**src/hdl/rbap_pkg.sv**
```systemverilog
// Shared types and constants for the bulk array request parser.
`timescale 1ns / 1ps
package rbap_pkg;

	localparam int LEN_W = 31;
	localparam int ACC_W = 32;
	localparam int QUEUE_DEPTH = 2;
	localparam int QUEUE_AW = $clog2(QUEUE_DEPTH);
	localparam int QUEUE_CW = $clog2(QUEUE_DEPTH + 1);

	localparam logic [LEN_W-1:0] MAX_LEN_RESET = 31'd536870912;
	localparam logic [LEN_W-1:0] LEN_ALL_ONES = {LEN_W{1'b1}};
	localparam logic [ACC_W-1:0] ACC_PRE_LIMIT = 32'd214748364;
	localparam logic [ACC_W-1:0] ACC_NEG_LIMIT = 32'h8000_0000;

	localparam logic [7:0] CH_STAR = 8'h2A;
	localparam logic [7:0] CH_DOLLAR = 8'h24;
	localparam logic [7:0] CH_CR = 8'h0D;
	localparam logic [7:0] CH_LF = 8'h0A;
	localparam logic [7:0] CH_MINUS = 8'h2D;
	localparam logic [7:0] CH_ZERO = 8'h30;
	localparam logic [7:0] CH_NINE = 8'h39;

	typedef enum logic [2:0] {
		CLS_STAR   = 3'd0,
		CLS_DOLLAR = 3'd1,
		CLS_CR     = 3'd2,
		CLS_LF     = 3'd3,
		CLS_MINUS  = 3'd4,
		CLS_DIGIT  = 3'd5,
		CLS_OTHER  = 3'd6
	} cls_t;

	typedef enum logic [2:0] {
		EV_HEADER    = 3'd0,
		EV_PAYLOAD   = 3'd1,
		EV_DONE      = 3'd2,
		EV_NULL_DONE = 3'd3,
		EV_ERROR     = 3'd4
	} event_t;

	typedef enum logic [2:0] {
		ERR_NONE      = 3'd0,
		ERR_ARRAY_HDR = 3'd1,
		ERR_BULK_HDR  = 3'd2,
		ERR_NEG_LEN   = 3'd3,
		ERR_NO_CRLF   = 3'd4,
		ERR_TOO_LONG  = 3'd5
	} err_t;

	typedef struct packed {
		logic [7:0] data;
		cls_t       cls;
		logic [3:0] digit;
	} item_t;

	typedef struct packed {
		event_t           ev;
		logic [7:0]       data;
		logic [LEN_W-1:0] idx;
		logic [LEN_W-1:0] len;
		logic             done;
		err_t             code;
	} res_t;

endpackage

```
**src/hdl/resp_bulk_array_parser_core.sv**
```systemverilog
// Top level of the bulk array request parser: front, queue and back stages.
//
//   Port group   Dir   Handshake            Contents
//   request in   in    in_valid/in_ready    byte_in
//   result out   out   out_valid/out_ready  event_res .. error_code
//   config       in    cfg_we               cfg_wdata (max_item_len)
//
// One byte is taken per cycle while the result side does not stall, and
// each gives one result. A taken byte passes the front register, a queue
// entry and the result register, in that order. The back stage phase
// machine updates its accumulator and counters for one byte per cycle while
// bytes are queued and the result side does not stall. Reset clears the
// control state and sets max_item_len to 536870912. The two-entry queue lets
// the front keep taking bytes for a short while when the result side stalls.
`timescale 1ns / 1ps
module resp_bulk_array_parser_core (
	input  logic                          clk,
	input  logic                          arst_n,
	input  logic                          cfg_we,
	input  logic [rbap_pkg::LEN_W-1:0]    cfg_wdata,
	input  logic                          in_valid,
	output logic                          in_ready,
	input  logic [7:0]                    byte_in,
	output logic                          out_valid,
	input  logic                          out_ready,
	output logic [2:0]                    event_res,
	output logic [7:0]                    data_byte,
	output logic [rbap_pkg::LEN_W-1:0]    element_index,
	output logic [rbap_pkg::LEN_W-1:0]    element_length,
	output logic                          request_done,
	output logic [2:0]                    error_code
);

	logic            front_valid;
	logic            front_ready;
	rbap_pkg::item_t front_item;
	logic            back_valid;
	logic            back_ready;
	rbap_pkg::item_t back_item;
	rbap_pkg::res_t  res;

	rbap_front u_front (
		.clk        (clk),
		.arst_n     (arst_n),
		.in_valid   (in_valid),
		.in_ready   (in_ready),
		.byte_in    (byte_in),
		.item_valid (front_valid),
		.item_ready (front_ready),
		.item       (front_item)
	);

	rbap_queue u_queue (
		.clk        (clk),
		.arst_n     (arst_n),
		.push_valid (front_valid),
		.push_ready (front_ready),
		.push_item  (front_item),
		.pop_valid  (back_valid),
		.pop_ready  (back_ready),
		.pop_item   (back_item)
	);

	rbap_back u_back (
		.clk        (clk),
		.arst_n     (arst_n),
		.cfg_we     (cfg_we),
		.cfg_wdata  (cfg_wdata),
		.item_valid (back_valid),
		.item_ready (back_ready),
		.item       (back_item),
		.out_valid  (out_valid),
		.out_ready  (out_ready),
		.result     (res)
	);

	assign event_res = res.ev;
	assign data_byte = res.data;
	assign element_index = res.idx;
	assign element_length = res.len;
	assign request_done = res.done;
	assign error_code = res.code;

endmodule

```
**src/hdl/rbap_front.sv**
```systemverilog
// Front stage: takes request bytes and classifies them into queue items.
`timescale 1ns / 1ps
module rbap_front (
	input  logic             clk,
	input  logic             arst_n,
	input  logic             in_valid,
	output logic             in_ready,
	input  logic [7:0]       byte_in,
	output logic             item_valid,
	input  logic             item_ready,
	output rbap_pkg::item_t  item
);

	logic            valid_s1;
	rbap_pkg::item_t item_s1;
	rbap_pkg::item_t cls_item;

	always_comb begin
		cls_item.data = byte_in;
		cls_item.digit = 4'(byte_in - rbap_pkg::CH_ZERO);
		if (byte_in == rbap_pkg::CH_STAR) begin
			cls_item.cls = rbap_pkg::CLS_STAR;
		end else if (byte_in == rbap_pkg::CH_DOLLAR) begin
			cls_item.cls = rbap_pkg::CLS_DOLLAR;
		end else if (byte_in == rbap_pkg::CH_CR) begin
			cls_item.cls = rbap_pkg::CLS_CR;
		end else if (byte_in == rbap_pkg::CH_LF) begin
			cls_item.cls = rbap_pkg::CLS_LF;
		end else if (byte_in == rbap_pkg::CH_MINUS) begin
			cls_item.cls = rbap_pkg::CLS_MINUS;
		end else if (byte_in >= rbap_pkg::CH_ZERO && byte_in <= rbap_pkg::CH_NINE) begin
			cls_item.cls = rbap_pkg::CLS_DIGIT;
		end else begin
			cls_item.cls = rbap_pkg::CLS_OTHER;
		end
	end

	assign in_ready = !valid_s1 || item_ready;
	assign item_valid = valid_s1;
	assign item = item_s1;

	always_ff @(posedge clk or negedge arst_n) begin
		if (!arst_n) begin
			valid_s1 <= 1'b0;
		end else if (in_ready) begin
			valid_s1 <= in_valid;
		end
	end

	always_ff @(posedge clk) begin
		if (in_valid && in_ready) begin
			item_s1 <= cls_item;
		end
	end

endmodule

```
**src/hdl/rbap_queue.sv**
```systemverilog
// Short queue of classified bytes between the front and back stages.
`timescale 1ns / 1ps
module rbap_queue (
	input  logic             clk,
	input  logic             arst_n,
	input  logic             push_valid,
	output logic             push_ready,
	input  rbap_pkg::item_t  push_item,
	output logic             pop_valid,
	input  logic             pop_ready,
	output rbap_pkg::item_t  pop_item
);

	rbap_pkg::item_t                 entries_q [rbap_pkg::QUEUE_DEPTH];
	logic [rbap_pkg::QUEUE_AW-1:0]   wr_ptr_q;
	logic [rbap_pkg::QUEUE_AW-1:0]   rd_ptr_q;
	logic [rbap_pkg::QUEUE_CW-1:0]   count_q;
	logic                            push;
	logic                            pop;

	assign push_ready = count_q != rbap_pkg::QUEUE_CW'(rbap_pkg::QUEUE_DEPTH);
	assign pop_valid = count_q != '0;
	assign pop_item = entries_q[rd_ptr_q];
	assign push = push_valid && push_ready;
	assign pop = pop_valid && pop_ready;

	// The depth is a power of two, so the pointers wrap on their own.
	always_ff @(posedge clk or negedge arst_n) begin
		if (!arst_n) begin
			wr_ptr_q <= '0;
			rd_ptr_q <= '0;
			count_q <= '0;
		end else begin
			if (push) begin
				wr_ptr_q <= wr_ptr_q + rbap_pkg::QUEUE_AW'(1);
			end
			if (pop) begin
				rd_ptr_q <= rd_ptr_q + rbap_pkg::QUEUE_AW'(1);
			end
			if (push && !pop) begin
				count_q <= count_q + rbap_pkg::QUEUE_CW'(1);
			end else if (pop && !push) begin
				count_q <= count_q - rbap_pkg::QUEUE_CW'(1);
			end
		end
	end

	always_ff @(posedge clk) begin
		if (push) begin
			entries_q[wr_ptr_q] <= push_item;
		end
	end

	a_count_bound: assert property (@(posedge clk) disable iff (!arst_n)
		count_q <= rbap_pkg::QUEUE_CW'(rbap_pkg::QUEUE_DEPTH))
		else $error("queue count above depth");

	a_push_count: assert property (@(posedge clk) disable iff (!arst_n)
		(push && !pop) |=> count_q == $past(count_q) + rbap_pkg::QUEUE_CW'(1))
		else $error("queue count missed a push");

	a_pop_count: assert property (@(posedge clk) disable iff (!arst_n)
		(pop && !push) |=> count_q == $past(count_q) - rbap_pkg::QUEUE_CW'(1))
		else $error("queue count missed a pop");

endmodule

```
**src/hdl/rbap_back.sv**
```systemverilog
// Back stage: request phase machine, number accumulator and result register.
`timescale 1ns / 1ps
module rbap_back (
	input  logic                          clk,
	input  logic                          arst_n,
	input  logic                          cfg_we,
	input  logic [rbap_pkg::LEN_W-1:0]    cfg_wdata,
	input  logic                          item_valid,
	output logic                          item_ready,
	input  rbap_pkg::item_t               item,
	output logic                          out_valid,
	input  logic                          out_ready,
	output rbap_pkg::res_t                result
);

	typedef enum logic [9:0] {
		PH_STAR     = 10'b00_0000_0001,
		PH_ARR_NUM  = 10'b00_0000_0010,
		PH_ARR_LF   = 10'b00_0000_0100,
		PH_DOLLAR   = 10'b00_0000_1000,
		PH_BULK_NUM = 10'b00_0001_0000,
		PH_BULK_LF  = 10'b00_0010_0000,
		PH_PAYLOAD  = 10'b00_0100_0000,
		PH_PAY_CR   = 10'b00_1000_0000,
		PH_PAY_LF   = 10'b01_0000_0000,
		PH_ERROR    = 10'b10_0000_0000
	} phase_t;

	phase_t                          phase_q, nx_phase;
	logic                            neg_q, nx_neg;
	logic                            digit_q, nx_digit;
	logic [rbap_pkg::ACC_W-1:0]      acc_q, nx_acc;
	logic [rbap_pkg::LEN_W-1:0]      hdr_cnt_q, nx_hdr_cnt;
	logic [rbap_pkg::LEN_W-1:0]      elem_total_q, nx_elem_total;
	logic [rbap_pkg::LEN_W-1:0]      elem_idx_q, nx_elem_idx;
	logic [rbap_pkg::LEN_W-1:0]      pay_left_q, nx_pay_left;
	logic [rbap_pkg::LEN_W-1:0]      pay_len_q, nx_pay_len;
	rbap_pkg::err_t                  held_err_q, nx_held_err;
	logic [rbap_pkg::LEN_W-1:0]      max_len_q;
	logic                            out_valid_q;
	rbap_pkg::res_t                  out_q, res;

	logic                            take;
	logic                            start;
	logic                            hdr_phase;
	logic                            neg_b;
	logic                            digit_b;
	logic [rbap_pkg::ACC_W-1:0]      acc_b;
	logic [rbap_pkg::LEN_W-1:0]      cnt_b;
	logic [rbap_pkg::LEN_W-1:0]      cnt_inc;
	logic                            in_range;
	logic [rbap_pkg::LEN_W-1:0]      num_len;
	logic [rbap_pkg::LEN_W-1:0]      fin_idx;
	logic                            fin_last;
	rbap_pkg::err_t                  err;
	rbap_pkg::err_t                  hdr_err;

	assign item_ready = !out_valid_q || out_ready;
	assign take = item_valid && item_ready;
	assign out_valid = out_valid_q;
	assign result = out_q;

	always_comb begin
		start = (phase_q == PH_STAR) || (phase_q == PH_DOLLAR);
		hdr_phase = (phase_q == PH_STAR) || (phase_q == PH_ARR_NUM) ||
			(phase_q == PH_ARR_LF) || (phase_q == PH_DOLLAR) ||
			(phase_q == PH_BULK_NUM) || (phase_q == PH_BULK_LF);
		neg_b = start ? 1'b0 : neg_q;
		digit_b = start ? 1'b0 : digit_q;
		acc_b = start ? '0 : acc_q;
		cnt_b = start ? '0 : hdr_cnt_q;
		cnt_inc = (cnt_b == rbap_pkg::LEN_ALL_ONES) ? cnt_b : cnt_b + 31'd1;
		in_range = !acc_q[rbap_pkg::ACC_W-1] ||
			(neg_q && acc_q == rbap_pkg::ACC_NEG_LIMIT);
		num_len = neg_q ? '0 : acc_q[rbap_pkg::LEN_W-1:0];
		fin_idx = elem_idx_q + 31'd1;
		fin_last = fin_idx >= elem_total_q;
		hdr_err = (phase_q == PH_ARR_NUM) ? rbap_pkg::ERR_ARRAY_HDR : rbap_pkg::ERR_BULK_HDR;

		nx_phase = phase_q;
		nx_neg = neg_b;
		nx_digit = digit_b;
		nx_acc = acc_b;
		nx_hdr_cnt = cnt_b;
		nx_elem_total = elem_total_q;
		nx_elem_idx = elem_idx_q;
		nx_pay_left = pay_left_q;
		nx_pay_len = pay_len_q;
		nx_held_err = held_err_q;
		err = rbap_pkg::ERR_NONE;

		res.ev = rbap_pkg::EV_HEADER;
		res.data = item.data;
		res.idx = elem_idx_q;
		res.len = '0;
		res.done = 1'b0;
		res.code = rbap_pkg::ERR_NONE;

		// The header length check wins over any format check on the same byte.
		if (hdr_phase) begin
			nx_hdr_cnt = cnt_inc;
			if (cnt_inc > max_len_q) begin
				err = rbap_pkg::ERR_TOO_LONG;
			end
		end

		if (err == rbap_pkg::ERR_NONE) begin
			case (phase_q)
				PH_STAR: begin
					if (item.cls == rbap_pkg::CLS_STAR) begin
						nx_phase = PH_ARR_NUM;
					end else begin
						err = rbap_pkg::ERR_ARRAY_HDR;
					end
				end
				PH_DOLLAR: begin
					if (item.cls == rbap_pkg::CLS_DOLLAR) begin
						nx_phase = PH_BULK_NUM;
					end else begin
						err = rbap_pkg::ERR_BULK_HDR;
					end
				end
				PH_ARR_NUM, PH_BULK_NUM: begin
					if (item.cls == rbap_pkg::CLS_CR) begin
						if (digit_b) begin
							nx_phase = (phase_q == PH_ARR_NUM) ? PH_ARR_LF : PH_BULK_LF;
						end else begin
							err = hdr_err;
						end
					end else if (item.cls == rbap_pkg::CLS_MINUS && !neg_b && !digit_b) begin
						nx_neg = 1'b1;
					end else if (item.cls == rbap_pkg::CLS_DIGIT) begin
						if (acc_b > rbap_pkg::ACC_PRE_LIMIT) begin
							err = hdr_err;
						end else begin
							nx_acc = {acc_b[28:0], 3'b000} + {acc_b[30:0], 1'b0} +
								{28'd0, item.digit};
							nx_digit = 1'b1;
						end
					end else begin
						err = hdr_err;
					end
				end
				PH_ARR_LF: begin
					if (item.cls != rbap_pkg::CLS_LF || !in_range ||
						(neg_q && acc_q != '0)) begin
						err = rbap_pkg::ERR_ARRAY_HDR;
					end else begin
						nx_elem_total = num_len;
						nx_elem_idx = '0;
						res.idx = '0;
						if (num_len == '0) begin
							res.done = 1'b1;
							nx_phase = PH_STAR;
						end else begin
							nx_phase = PH_DOLLAR;
						end
					end
				end
				PH_BULK_LF: begin
					if (item.cls != rbap_pkg::CLS_LF || !in_range) begin
						err = rbap_pkg::ERR_BULK_HDR;
					end else if (neg_q && acc_q == 32'd1) begin
						// A length of minus one is a null element.
						res.ev = rbap_pkg::EV_NULL_DONE;
						res.done = fin_last;
						nx_elem_idx = fin_last ? '0 : fin_idx;
						nx_elem_total = fin_last ? '0 : elem_total_q;
						nx_phase = fin_last ? PH_STAR : PH_DOLLAR;
					end else if (neg_q && acc_q > 32'd1) begin
						err = rbap_pkg::ERR_NEG_LEN;
					end else begin
						nx_pay_len = num_len;
						if (num_len > max_len_q) begin
							err = rbap_pkg::ERR_TOO_LONG;
						end else begin
							nx_pay_left = num_len;
							nx_phase = (num_len == '0) ? PH_PAY_CR : PH_PAYLOAD;
						end
					end
				end
				PH_PAYLOAD: begin
					res.ev = rbap_pkg::EV_PAYLOAD;
					res.len = pay_len_q;
					nx_pay_left = pay_left_q - 31'd1;
					if (pay_left_q == 31'd1) begin
						nx_phase = PH_PAY_CR;
					end
				end
				PH_PAY_CR: begin
					if (item.cls == rbap_pkg::CLS_CR) begin
						nx_phase = PH_PAY_LF;
					end else begin
						err = rbap_pkg::ERR_NO_CRLF;
					end
				end
				PH_PAY_LF: begin
					if (item.cls == rbap_pkg::CLS_LF) begin
						res.ev = rbap_pkg::EV_DONE;
						res.len = pay_len_q;
						res.done = fin_last;
						nx_elem_idx = fin_last ? '0 : fin_idx;
						nx_elem_total = fin_last ? '0 : elem_total_q;
						nx_phase = fin_last ? PH_STAR : PH_DOLLAR;
					end else begin
						err = rbap_pkg::ERR_NO_CRLF;
					end
				end
				default: begin
					err = held_err_q;
				end
			endcase
		end

		// Errors are sticky: every later byte reports the first code.
		if (err != rbap_pkg::ERR_NONE || phase_q == PH_ERROR) begin
			nx_held_err = (phase_q == PH_ERROR) ? held_err_q : err;
			nx_phase = PH_ERROR;
			res.ev = rbap_pkg::EV_ERROR;
			res.idx = '0;
			res.len = '0;
			res.done = 1'b0;
			res.code = nx_held_err;
		end
	end

	always_ff @(posedge clk or negedge arst_n) begin
		if (!arst_n) begin
			phase_q <= PH_STAR;
			neg_q <= 1'b0;
			digit_q <= 1'b0;
			acc_q <= '0;
			hdr_cnt_q <= '0;
			elem_total_q <= '0;
			elem_idx_q <= '0;
			pay_left_q <= '0;
			pay_len_q <= '0;
			held_err_q <= rbap_pkg::ERR_NONE;
			max_len_q <= rbap_pkg::MAX_LEN_RESET;
			out_valid_q <= 1'b0;
		end else begin
			if (cfg_we) begin
				max_len_q <= cfg_wdata;
			end
			if (take) begin
				phase_q <= nx_phase;
				neg_q <= nx_neg;
				digit_q <= nx_digit;
				acc_q <= nx_acc;
				hdr_cnt_q <= nx_hdr_cnt;
				elem_total_q <= nx_elem_total;
				elem_idx_q <= nx_elem_idx;
				pay_left_q <= nx_pay_left;
				pay_len_q <= nx_pay_len;
				held_err_q <= nx_held_err;
				out_valid_q <= 1'b1;
			end else if (out_ready) begin
				out_valid_q <= 1'b0;
			end
		end
	end

	always_ff @(posedge clk) begin
		if (take) begin
			out_q <= res;
		end
	end

	a_error_sticky: assert property (@(posedge clk) disable iff (!arst_n)
		phase_q == PH_ERROR |=> phase_q == PH_ERROR)
		else $error("left the error phase without reset");

	a_error_code: assert property (@(posedge clk) disable iff (!arst_n)
		(out_valid_q && out_q.ev == rbap_pkg::EV_ERROR) |-> out_q.code != rbap_pkg::ERR_NONE)
		else $error("error result without a code");

	a_code_only_on_error: assert property (@(posedge clk) disable iff (!arst_n)
		(out_valid_q && out_q.ev != rbap_pkg::EV_ERROR) |->
		(out_q.code == rbap_pkg::ERR_NONE && phase_q != PH_ERROR))
		else $error("error code on a normal result");

	a_held_matches: assert property (@(posedge clk) disable iff (!arst_n)
		(out_valid_q && out_q.ev == rbap_pkg::EV_ERROR) |-> out_q.code == held_err_q)
		else $error("error result disagrees with the held code");

endmodule

```
**config.mk**
```make
export PLATFORM = sky130hd
export DESIGN_NAME = resp_bulk_array_parser_core
export DESIGN_NICKNAME = d
export VERILOG_FILES = /design/src/hdl/rbap_pkg.sv /design/src/hdl/resp_bulk_array_parser_core.sv /design/src/hdl/rbap_front.sv /design/src/hdl/rbap_queue.sv /design/src/hdl/rbap_back.sv
export SDC_FILE = /design/constraint.sdc
export NUM_CORES = 1
export LEC_CHECK = 0
export BUFFER_PORTS_ARGS = -buffer_cell sky130_fd_sc_hd__buf_2
export CORE_MARGIN = 10
export CORE_UTILIZATION = 56
export DETAILED_ROUTE_END_ITERATION = 10
export PLACE_DENSITY_LB_ADDON = 0.08
export SYNTH_ARGS = -nofsm -noshare
export SYNTH_HDL_FRONTEND = slang
export SYNTH_SLANG_ARGS = --single-unit
```
**constraint.sdc**
```tcl
create_clock -name clk -period 10.8 [get_ports clk]
set_input_delay 1.08 -clock clk [delete_from_list [all_inputs] [get_ports clk]]
set_output_delay 1.08 -clock clk [all_outputs]
set_load 0.005 [all_outputs]
```
==> results of run 1 <==
[per-stage QoR]
| stage | cells | power [mW] |
|---|---|---|
| after global routing | 2717 | 3.59 |
| after floorplan | 2132 | 1.84 |
| after CTS | 2717 | 3.48 |
| final | 2717 | 3.45 |
| after detailed placement | 2641 | 2.07 |
| after global placement | 2641 | 2.05 |
[worst paths after layout]
| kind | end | slack (ns) |
|---|---|---|
| min | u_queue.entries_q[0][12]$_DFFE_PP_ | 0.44 |
| max in group asynchronous | u_back.acc_q[31]$_DFFE_PN0P_ | 8.99 |
| min in group asynchronous | u_front.item_valid$_DFFE_PN0N_ | 0.52 |
| min reg2reg | u_queue.entries_q[0][12]$_DFFE_PP_ | 0.44 |
| max reg2reg | u_back.result[42]$_SDFFCE_PP0P_ | 4.53 |
| max | u_back.result[42]$_SDFFCE_PP0P_ | 4.53 |
[cell families (layout without fill, tap and decap cells)]
kind of cell	count (synthesis)	in the layout
simple gates	765	765
compound gates	541	541
flops	349	349
buf+inv	216	333
fa+ha+maj	157	157
xor+xnor	89	89
mux	15	15
[Yosys cell counts (all sizes together) (33+ instances only)]
cell     count
a21o        40
a21oi      113
a22o        65
and2        76
clkbuf      84
dfrtp      237
edfxtp     110
ha         155
inv        119
nand2      239
nand3       57
nand4       42
nor2       126
nor3        53
nor3b       34
o21ai      161
o2bb2ai     33
xnor2       52
xor2        37
[metal layers]
layer,global-route usage [%],up-vias,part of all wire [%]
li1,-,7928,-
met3,5.01,105,7.6
met2,36.7,561,44
met1,33.5,8005,45
met4,9.08,0,3.5
met5,0,-,0
[power by group through the flow]
stage               combinational, mW  sequential [mW]  clock (mW)
detailed placement              0.438             1.63           0
floorplan                       0.202             1.63           0
global placement                0.426             1.63           0
finish                          0.428             1.60        1.41
global route                    0.479             1.62        1.49
CTS                             0.440             1.61        1.44
[flip-flops by register name, indices dropped and copies added (netlist names), 2 cells and up]
name / cells
u_back.pay_len_q: 31
u_back.max_len_q: 31
u_back.elem_idx_q: 31
u_back.hdr_cnt_q: 31
u_back.phase_q: 10
u_back.elem_total_q: 31
u_back.result: 77
u_queue.count_q: 2
u_queue.entries_q: 22
u_back.held_err_q: 3
u_back.acc_q: 32
u_front.item: 11
u_back.pay_left_q: 31
[layout make-up]
class / instances / area, um2 / share of cell area, %
multi-input cells: 1567 / 10700 / 46.1
flip-flops and latches: 349 / 9290 / 40.2
clock buffers: 55 / 1130 / 4.89
repair buffers: 138 / 753 / 3.26
well taps: 468 / 586 / 2.54
inverters: 119 / 448 / 1.94
clock inverters: 21 / 244 / 1.06
==> impl_metrics.tcl, run 1 <==
set metrics [dict create \
    status "finished, final reports clean" \
    arrival_ns 6.66 \
    max_freq_mhz 160 \
    grt_max_degree 144 \
    period_share_pct 58.0 \
    synth-simple-area-share_pct 19.5 \
    finalSetupTns_ns 0 \
    crit_cells 17 \
    overflow 0 \
    place_area_um2 21700 \
    area_growth_pct 11.3 \
    switching_share_pct 26.1 \
    hold_buffers 0 \
    pre_cts_ws_ns 4.63 \
    dr_total_vias 16600 \
    hp-class "flop to flop" \
    die_h_um 213 \
    hold_viol 0 \
    synth.area.mux_share_pct 0.777 \
    boundaryPins 123 \
    cp_slowest_cell "or3_2" \
    p_seq_share_pct 46.6 \
    row_count 70 \
    first_global_vias 16100 \
    whs_ns 0.445 \
    cap_violations 0 \
    cts_max_level 2 \
    vias_per_cell 6.11 \
    synthArstFlopShare_pct 68.5 \
    syn-instance-count 2132 \
    start_util_pct 56.7 \
    maxSlewViolCount 0 \
    synth_edf_count 110 \
    min-delay-start "u_front.item[12]$_DFFE_PP_" \
    cts_buffers 41 \
    gr-usage-all-layers_pct 24.2 \
    p_leak_nw 10.5 \
    rr_worst_depth 17 \
    yosys.area.top_type "dfrtp_1" \
    avgSynthCellArea_um2 9.74 \
    ys_warn_count 0 \
    core-area_um2 36600 \
    fin_ws_ns 4.53 \
    drcViolationCount 0 \
    netlist_top_cells_area "dfrtp_1 29%, edfxtp_1 16%, ha_1 9.3%, nand2_1 4.3%, o21ai_0 3.8%" \
    required_ns 11.19 \
    fp.dieW_um 213 \
    rsz0062_at_grt "no" \
    netlist_area_um2 20800 \
    synth_top_family_by_area "simple AND/OR/NAND/NOR gates" \
    period_needed_ns 6.27 \
    clk_latency_ns 0.58 \
    p_int_mw 2.55 \
    whs_path_depth 0 \
    power_density_nw_per_um2 149 \
    critPathBufInv 0 \
    synthAdderAreaFrac_pct 9.53 \
    fill_cells 3089 \
    r2r_start "u_back.phase_q[0]$_DFFE_PN1P_" \
    synth.net_count 2333 \
    synth_compound_gate_area_share_pct 17.6 \
    finalCoreUtilization_pct 63.1 \
    path_cells "xor2_1, nor4b_4, or3_1, nor4b_1, nand3_1, or3_1, xor2_1, nor2_1, ha_1, nand4_1, nor4_1, a2bb2oi_1, o21a_1, nand2_1, o211ai_2, or3_2, nor3b_1" \
    clock-skew-final_ns 0.0291 \
    synth_xor_area_share_pct 3.75 \
    ys_types 90 \
    synth_flop_cell "dfrtp_1" \
    cts_sinks 349 \
    cpPeakStageDelay_ns 0.99 \
    clock_path_buffers 3 \
    first_pass_iters 6 \
    synth_top_area_share_pct 28.6 \
    crit_start "u_back.phase_q[0]$_DFFE_PN1P_" \
    dp_hpwl_um 39000 \
    gp_congestion 0.954 \
    grt_antenna_before_repair 0 \
    drt-total-wl_um 54500 \
    drt_first_iter_violations 1401 \
    layout_commonest_cell "nand2_1" \
    cp_top_family "simple AND/OR/NAND/NOR gates" \
    p_switching_mw 0.901 \
    drive_gt1_share_pct 12.4 \
    worstSetupPathType "flop to flop" \
    mostFrequentLayoutCells "239 x nand2_1, 237 x dfrtp_1, 157 x o21ai_0, 155 x ha_1, 126 x nor2_1" \
    endpoint_kind "flop" \
    cp-start-kind "flop" \
    ant_nets 0 \
    wl_per_cell_um 20.1 \
    clock-root-buffer "clkbuf_16" \
    die-area_um2 45200 \
    cts_resized 0 \
    clkSlewWorstSetupHoldPaths_ns 0.06 \
    pwr-share-clk_pct 41.0 \
    final_cell_area_um2 23100 \
    path_max_fanout 37 \
    cts_tree "built" \
    worst_pin_slew_ns 1.26 \
    io_buffers 122 \
    synth_seq_area_share_pct 44.7 \
    nets 2417 \
    n_antenna_cell 0 \
    ys_ff_latch 349 \
    grt_pass1_wl_um 87000 \
    relSlewSlack_pct 16.0 \
    post-cts-setup-buffer-count 0 \
    setup_viol 0 \
    vdd.ir_drop.worst_mv 0.180 \
    p_comb_share_pct 12.4 \
]
Note: power is estimated with default switching activity, not from simulation.
==> run 2: changes to the inputs <==
==> constraint.sdc (replaced) <==
create_clock -name clk -period 6.55 [get_ports clk]
set_input_delay 0.655 -clock clk [delete_from_list [all_inputs] [get_ports clk]]
set_output_delay 0.655 -clock clk [all_outputs]
set_load 0.005 [all_outputs]
==> run 2 against run 1 <==
  * Maximum frequency rose by 4.4%
  * Global-route usage fell by 0.25 points
  * Die area did not move
  * Final area barely moved
  * Power rose by 63%
  * Clock-buffer cell count rose by 1
  * Clock power rose by 61%
  * Worst setup slack got worse by 4.0 ns
  * Highest routed layer unchanged
==> impl_metrics.tcl, run 2 (synthesis gave the netlist of run 1 again) <==
set metrics [dict create \
    status "finished, final reports clean" \
    rsz0062_at_grt "no" \
    period_share_pct 91.6 \
    r2r_start "u_back.phase_q[5]$_DFFE_PN0P_" \
    rr_worst_depth 17 \
    setup_viol 0 \
    arrival_ns 6.48 \
    io_buffers 122 \
    wl_per_cell_um 19.9 \
    gp_congestion 0.927 \
    hp-class "primary input to async pin" \
    power_density_nw_per_um2 243 \
    worstSetupPathType "flop to flop" \
    n_antenna_cell 0 \
    path_max_fanout 27 \
    cpPeakStageDelay_ns 0.93 \
    relSlewSlack_pct 19.8 \
    die-area_um2 45200 \
    cts_buffers 40 \
    hold_viol 0 \
    maxSlewViolCount 0 \
    boundaryPins 123 \
    clock-skew-final_ns 0.0106 \
    dp_hpwl_um 39100 \
    post-cts-setup-buffer-count 0 \
    rr_endpoint "u_back.acc_q[9]$_DFFE_PN0P_" \
    area_growth_pct 11.2 \
    max_freq_mhz 167 \
    endpoint_kind "flop" \
    core-area_um2 36600 \
    finalSetupTns_ns 0 \
    row_count 70 \
    vias_per_cell 6.05 \
    required_ns 7.03 \
    nets 2423 \
    rrSetupSlack_ns 0.55 \
    period_needed_ns 6.00 \
    vdd.ir_drop.worst_mv 0.250 \
    first_pass_iters 5 \
    cp_slowest_cell "o21ai_2" \
    critPathBufInv 0 \
    hold_buffers 0 \
    ant_nets 0 \
    gr-usage-all-layers_pct 23.9 \
    fp.dieW_um 213 \
    drt-total-wl_um 54200 \
    drive_gt1_share_pct 12.5 \
    dr_total_vias 16500 \
    cp_top_family "simple AND/OR/NAND/NOR gates" \
    largest_reg_flops 77 \
    cts_resized 0 \
    p_leak_nw 10.6 \
    cts_sinks 349 \
    cap_violations 0 \
    clkSlewWorstSetupHoldPaths_ns 0.06 \
    drcViolationCount 0 \
    start_util_pct 56.7 \
    first_global_vias 15900 \
    cp-start-kind "flop" \
    die_h_um 213 \
    cts_max_level 2 \
    cts_tree "built" \
    clock_path_buffers 3 \
    layout_commonest_cell "nand2_1" \
    grt_antenna_before_repair 0 \
    overflow 0 \
    grt_max_degree 162 \
    clk_latency_ns 0.56 \
    path_cells "or3_1, nor4b_4, or3_1, or3_1, nor2_1, and3_1, and3_1, xnor2_1, nor2_1, ha_1, nand4_1, nor4_1, o21a_1, and2_1, nor2_1, o21ai_2, a22o_1" \
    grt_pass1_wl_um 85900 \
    mostFrequentLayoutCells "239 x nand2_1, 237 x dfrtp_1, 157 x o21ai_0, 155 x ha_1, 126 x nor2_1" \
    drt_first_iter_violations 1385 \
    whs_ns 0.0683 \
    clock-root-buffer "clkbuf_16" \
    worst_pin_slew_ns 1.20 \
]
run 2: cell count changes in the layout (fill, tap and decap cells not counted), moves of 2 or more:
cell        before  now
clkbuf_1         9   11
clkinv_8         2    0
clkinvlp_4       4    1
buf_4           15   22
run 2: cell type report:
type                       instances  area [um2]
timing repair buffer             145         806
clock inverter                    16         193
fill                            3050       13500
inverter                         119         448
multi-input combinational       1567       10700
sequential                       349        9290
tap                              468         586
clock buffer                      56        1120
run 2: per-layer routing:
metal	GRT usage [%]	vias to the layer above	part of all wire [%]
met4	10.1	0	3.7
met5	0	-	0
met1	33.1	7895	45
met3	4.02	109	6.6
li1	-	7913	-
met2	36.5	546	45
run 2: worst max-delay path by stage:
stage                                              end  slack (ns)                          start  depth (start not counted)
floorplan           u_back.elem_total_q[0]$_DFFE_PN0P_        1.07  u_back.phase_q[0]$_DFFE_PN1P_                         23
global placement          u_back.acc_q[22]$_DFFE_PN0P_        0.72  u_back.phase_q[5]$_DFFE_PN0P_                         17
detailed placement         u_back.acc_q[7]$_DFFE_PN0P_        0.63  u_back.phase_q[5]$_DFFE_PN0P_                         17
CTS                        u_back.acc_q[9]$_DFFE_PN0P_        0.58  u_back.phase_q[5]$_DFFE_PN0P_                         17
global route               u_back.acc_q[9]$_DFFE_PN0P_        0.14  u_back.phase_q[5]$_DFFE_PN0P_                         17
finish                     u_back.acc_q[9]$_DFFE_PN0P_        0.55  u_back.phase_q[5]$_DFFE_PN0P_                         17
run 2: stage by stage:
step / area, um2 / setup WS, ns / total power, mW / cells / util [%]
final: 23100 / 0.550 / 5.61 / 2720 / 63.1
after global placement: 21800 / 0.719 / 3.39 / 2648 / 59.5
after floorplan: 20800 / 1.07 / 3.03 / 2132 / -
after detailed placement: 21800 / 0.632 / 3.41 / 2648 / 59.5
after CTS: 23100 / 0.583 / 5.68 / 2720 / 63.1
after global routing: 23100 / 0.143 / 5.83 / 2720 / 63.1
run 2: power breakdown:
part           switching (mW)  internal (mW)  total (mW)
sequential              0.108           2.57        2.67
clock                   0.908           1.36        2.27
combinational           0.421          0.248       0.669
==> run 3: changes to the inputs <==
--- a/config.mk
+++ b/config.mk
@@ -9,7 +9,7 @@
 export CORE_MARGIN = 10
 export CORE_UTILIZATION = 56
 export DETAILED_ROUTE_END_ITERATION = 10
-export PLACE_DENSITY_LB_ADDON = 0.08
+export PLACE_DENSITY_LB_ADDON = 0.25
 export SYNTH_ARGS = -nofsm -noshare
 export SYNTH_HDL_FRONTEND = slang
 export SYNTH_SLANG_ARGS = --single-unit
==> run 3 against run 2 <==
  * Register-to-register slack improved by 0.03 ns
  * Worst setup slack improved by 0.032 ns
  * Sequential share of layout area increased by 0.050 points
  * Critical path depth unchanged
  * Maximum frequency increased by 0.54%
  * Sequential power hardly changed
  * Utilization fell by 0.079 points
  * Via count increased by 1.5%
  * First-iteration DRC count increased by 0.36%
  * Die area stayed put
  * Routed wire length increased by 1.2%
  * Critical path type unchanged
  * Critical endpoint is now u_back.result[44]$_SDFFCE_PP0P_
  * Highest routed layer unchanged
==> impl_metrics.tcl, run 3 (synthesis gave the netlist of run 1 again) <==
set metrics [dict create \
    fill_cells 3016 \
    whs_ns 0.0350 \
    gr-usage-all-layers_pct 24.4 \
    pre_cts_ws_ns 0.636 \
    worstSetupPathType "flop to flop" \
    overflow 0 \
    dr_wl_met2_um 24500 \
    area_growth_pct 11.1 \
    multi_input_area_um2 10600 \
    grt_max_degree 166 \
    relSlewSlack_pct 29.2 \
    maxSlewViolCount 0 \
    clock_path_buffers 3 \
    n_antenna_cell 0 \
    clkSlewWorstSetupHoldPaths_ns 0.06 \
    final_cell_area_um2 23100 \
    wl_met3_um 3360 \
    start_util_pct 56.7 \
    clock-skew-final_ns 0.0164 \
    rrSetupSlack_ns 0.58 \
    grt_pass1_wl_um 88200 \
    first_global_vias 16100 \
    vdd.ir_drop.worst_mv 0.243 \
    largest_reg_flops 77 \
    hp-class "primary input to async pin" \
    drive_gt1_share_pct 12.5 \
    layout_commonest_cell "nand2_1" \
    cp-start-kind "flop" \
    hold_buffers 0 \
    worst_pin_slew_ns 1.05 \
    status "finished, final reports clean" \
    clk_latency_ns 0.57 \
    power_density_nw_per_um2 240 \
    period_needed_ns 5.97 \
    required_ns 6.95 \
    first_pass_iters 5 \
    hold_viol 0 \
    dp_hpwl_um 39700 \
    dr_total_vias 16700 \
    p_leak_nw 10.5 \
    cts_tree "built" \
    core-area_um2 36600 \
    cts_sinks 349 \
    routed.top_layer "met4" \
    ant_nets 0 \
    drcViolationCount 0 \
    final-seq-area_um2 9290 \
    critPathBufInv 1 \
    grt_antenna_before_repair 0 \
    drt_first_iter_violations 1390 \
    place_area_um2 21800 \
    endpoint_kind "flop" \
    io_buffers 122 \
    vias_per_cell 6.14 \
    rsz0062_at_grt "no" \
    wl_per_cell_um 20.2 \
    row_count 70 \
    mostFrequentLayoutCells "239 x nand2_1, 237 x dfrtp_1, 157 x o21ai_0, 155 x ha_1, 126 x nor2_1" \
    die_h_um 213 \
    cts_resized 0 \
    die-area_um2 45200 \
    post-cts-setup-buffer-count 0 \
    setup_viol 0 \
    gp_congestion 0.968 \
    cp_slowest_cell "nor4b_1" \
    crit_start "u_back.phase_q[0]$_DFFE_PN1P_" \
    cts_max_level 2 \
    cap_violations 0 \
    period_share_pct 91.1 \
    path_max_fanout 37 \
    wl_met1_um 24900 \
    clock-root-buffer "clkbuf_16" \
    arrival_ns 6.37 \
    boundaryPins 123 \
    finalCoreUtilization_pct 63.0 \
    max_freq_mhz 168 \
    path_cells "xor2_1, nor4b_4, or3_1, nor4b_1, nand3_1, or3_1, xor2_1, nor2_1, ha_1, nand4_1, nor4_1, o21a_1, and2_1, o21ai_2, or3_2, buf_12, nor3b_1" \
    cpPeakStageDelay_ns 0.88 \
    cts_buffers 40 \
    r2r_start "u_back.phase_q[0]$_DFFE_PN1P_" \
    fin_ws_ns 0.583 \
    drt-total-wl_um 54900 \
    fp.dieW_um 213 \
    nets 2422 \
    finalSetupTns_ns 0 \
    cp_top_family "simple AND/OR/NAND/NOR gates" \
]
## run 3: cell count changes in the layout (fill, tap and decap cells not counted), moves of 2 or more
cell,previous run,this run
clkinv_1,1,4
buf_4,22,20
bufinv_16,4,2
clkbuf_1,11,9
clkinvlp_4,1,3
## run 3: path summary, 6_finish.rpt
| kind | end | cells past startpoint |
|---|---|---|
| setup / recovery | u_back.result[44]$_SDFFCE_PP0P_ | 17 |
| hold reg to reg | u_queue.entries_q[1][13]$_DFFE_PP_ | 0 |
| min in group clk | u_front.item_valid$_DFFE_PN0N_ | 2 |
| setup reg to reg | u_back.result[44]$_SDFFCE_PP0P_ | 17 |
| max in group asynchronous | u_back.pay_len_q[27]$_DFFE_PN0P_ | 2 |
| hold / removal | u_queue.rd_ptr_q$_DFFE_PN0P_ | 1 |
## run 3: per-stage QoR
stage               instances  power (mW)
floorplan                2132        3.03
global placement         2647        3.38
CTS                      2721        5.59
global route             2721        5.76
detailed placement       2647        3.40
finish                   2721        5.53
## run 3: power breakdown
group          internal, mW  leakage, nW  switching, mW
logic                 0.249         5.60          0.431
clock network          1.26        0.624          0.919
registers              2.57         4.30          0.102
total                  4.08         10.5           1.45
## run 3: layer usage
layer  vias up  global-route usage (%)
met5         -                       0
met4         0                    10.5
met3       125                    3.15
met2       571                    37.4
met1      8093                    34.2
li1       7921                       -
## run 3: area by class of cell
class,count,area share (%)
clock buffer,53,4.72
clock inverter,21,0.846
inverter,119,1.94
multi-input combinational,1567,46.2
sequential,349,40.3
tap,468,2.54
timing repair buffer,144,3.52
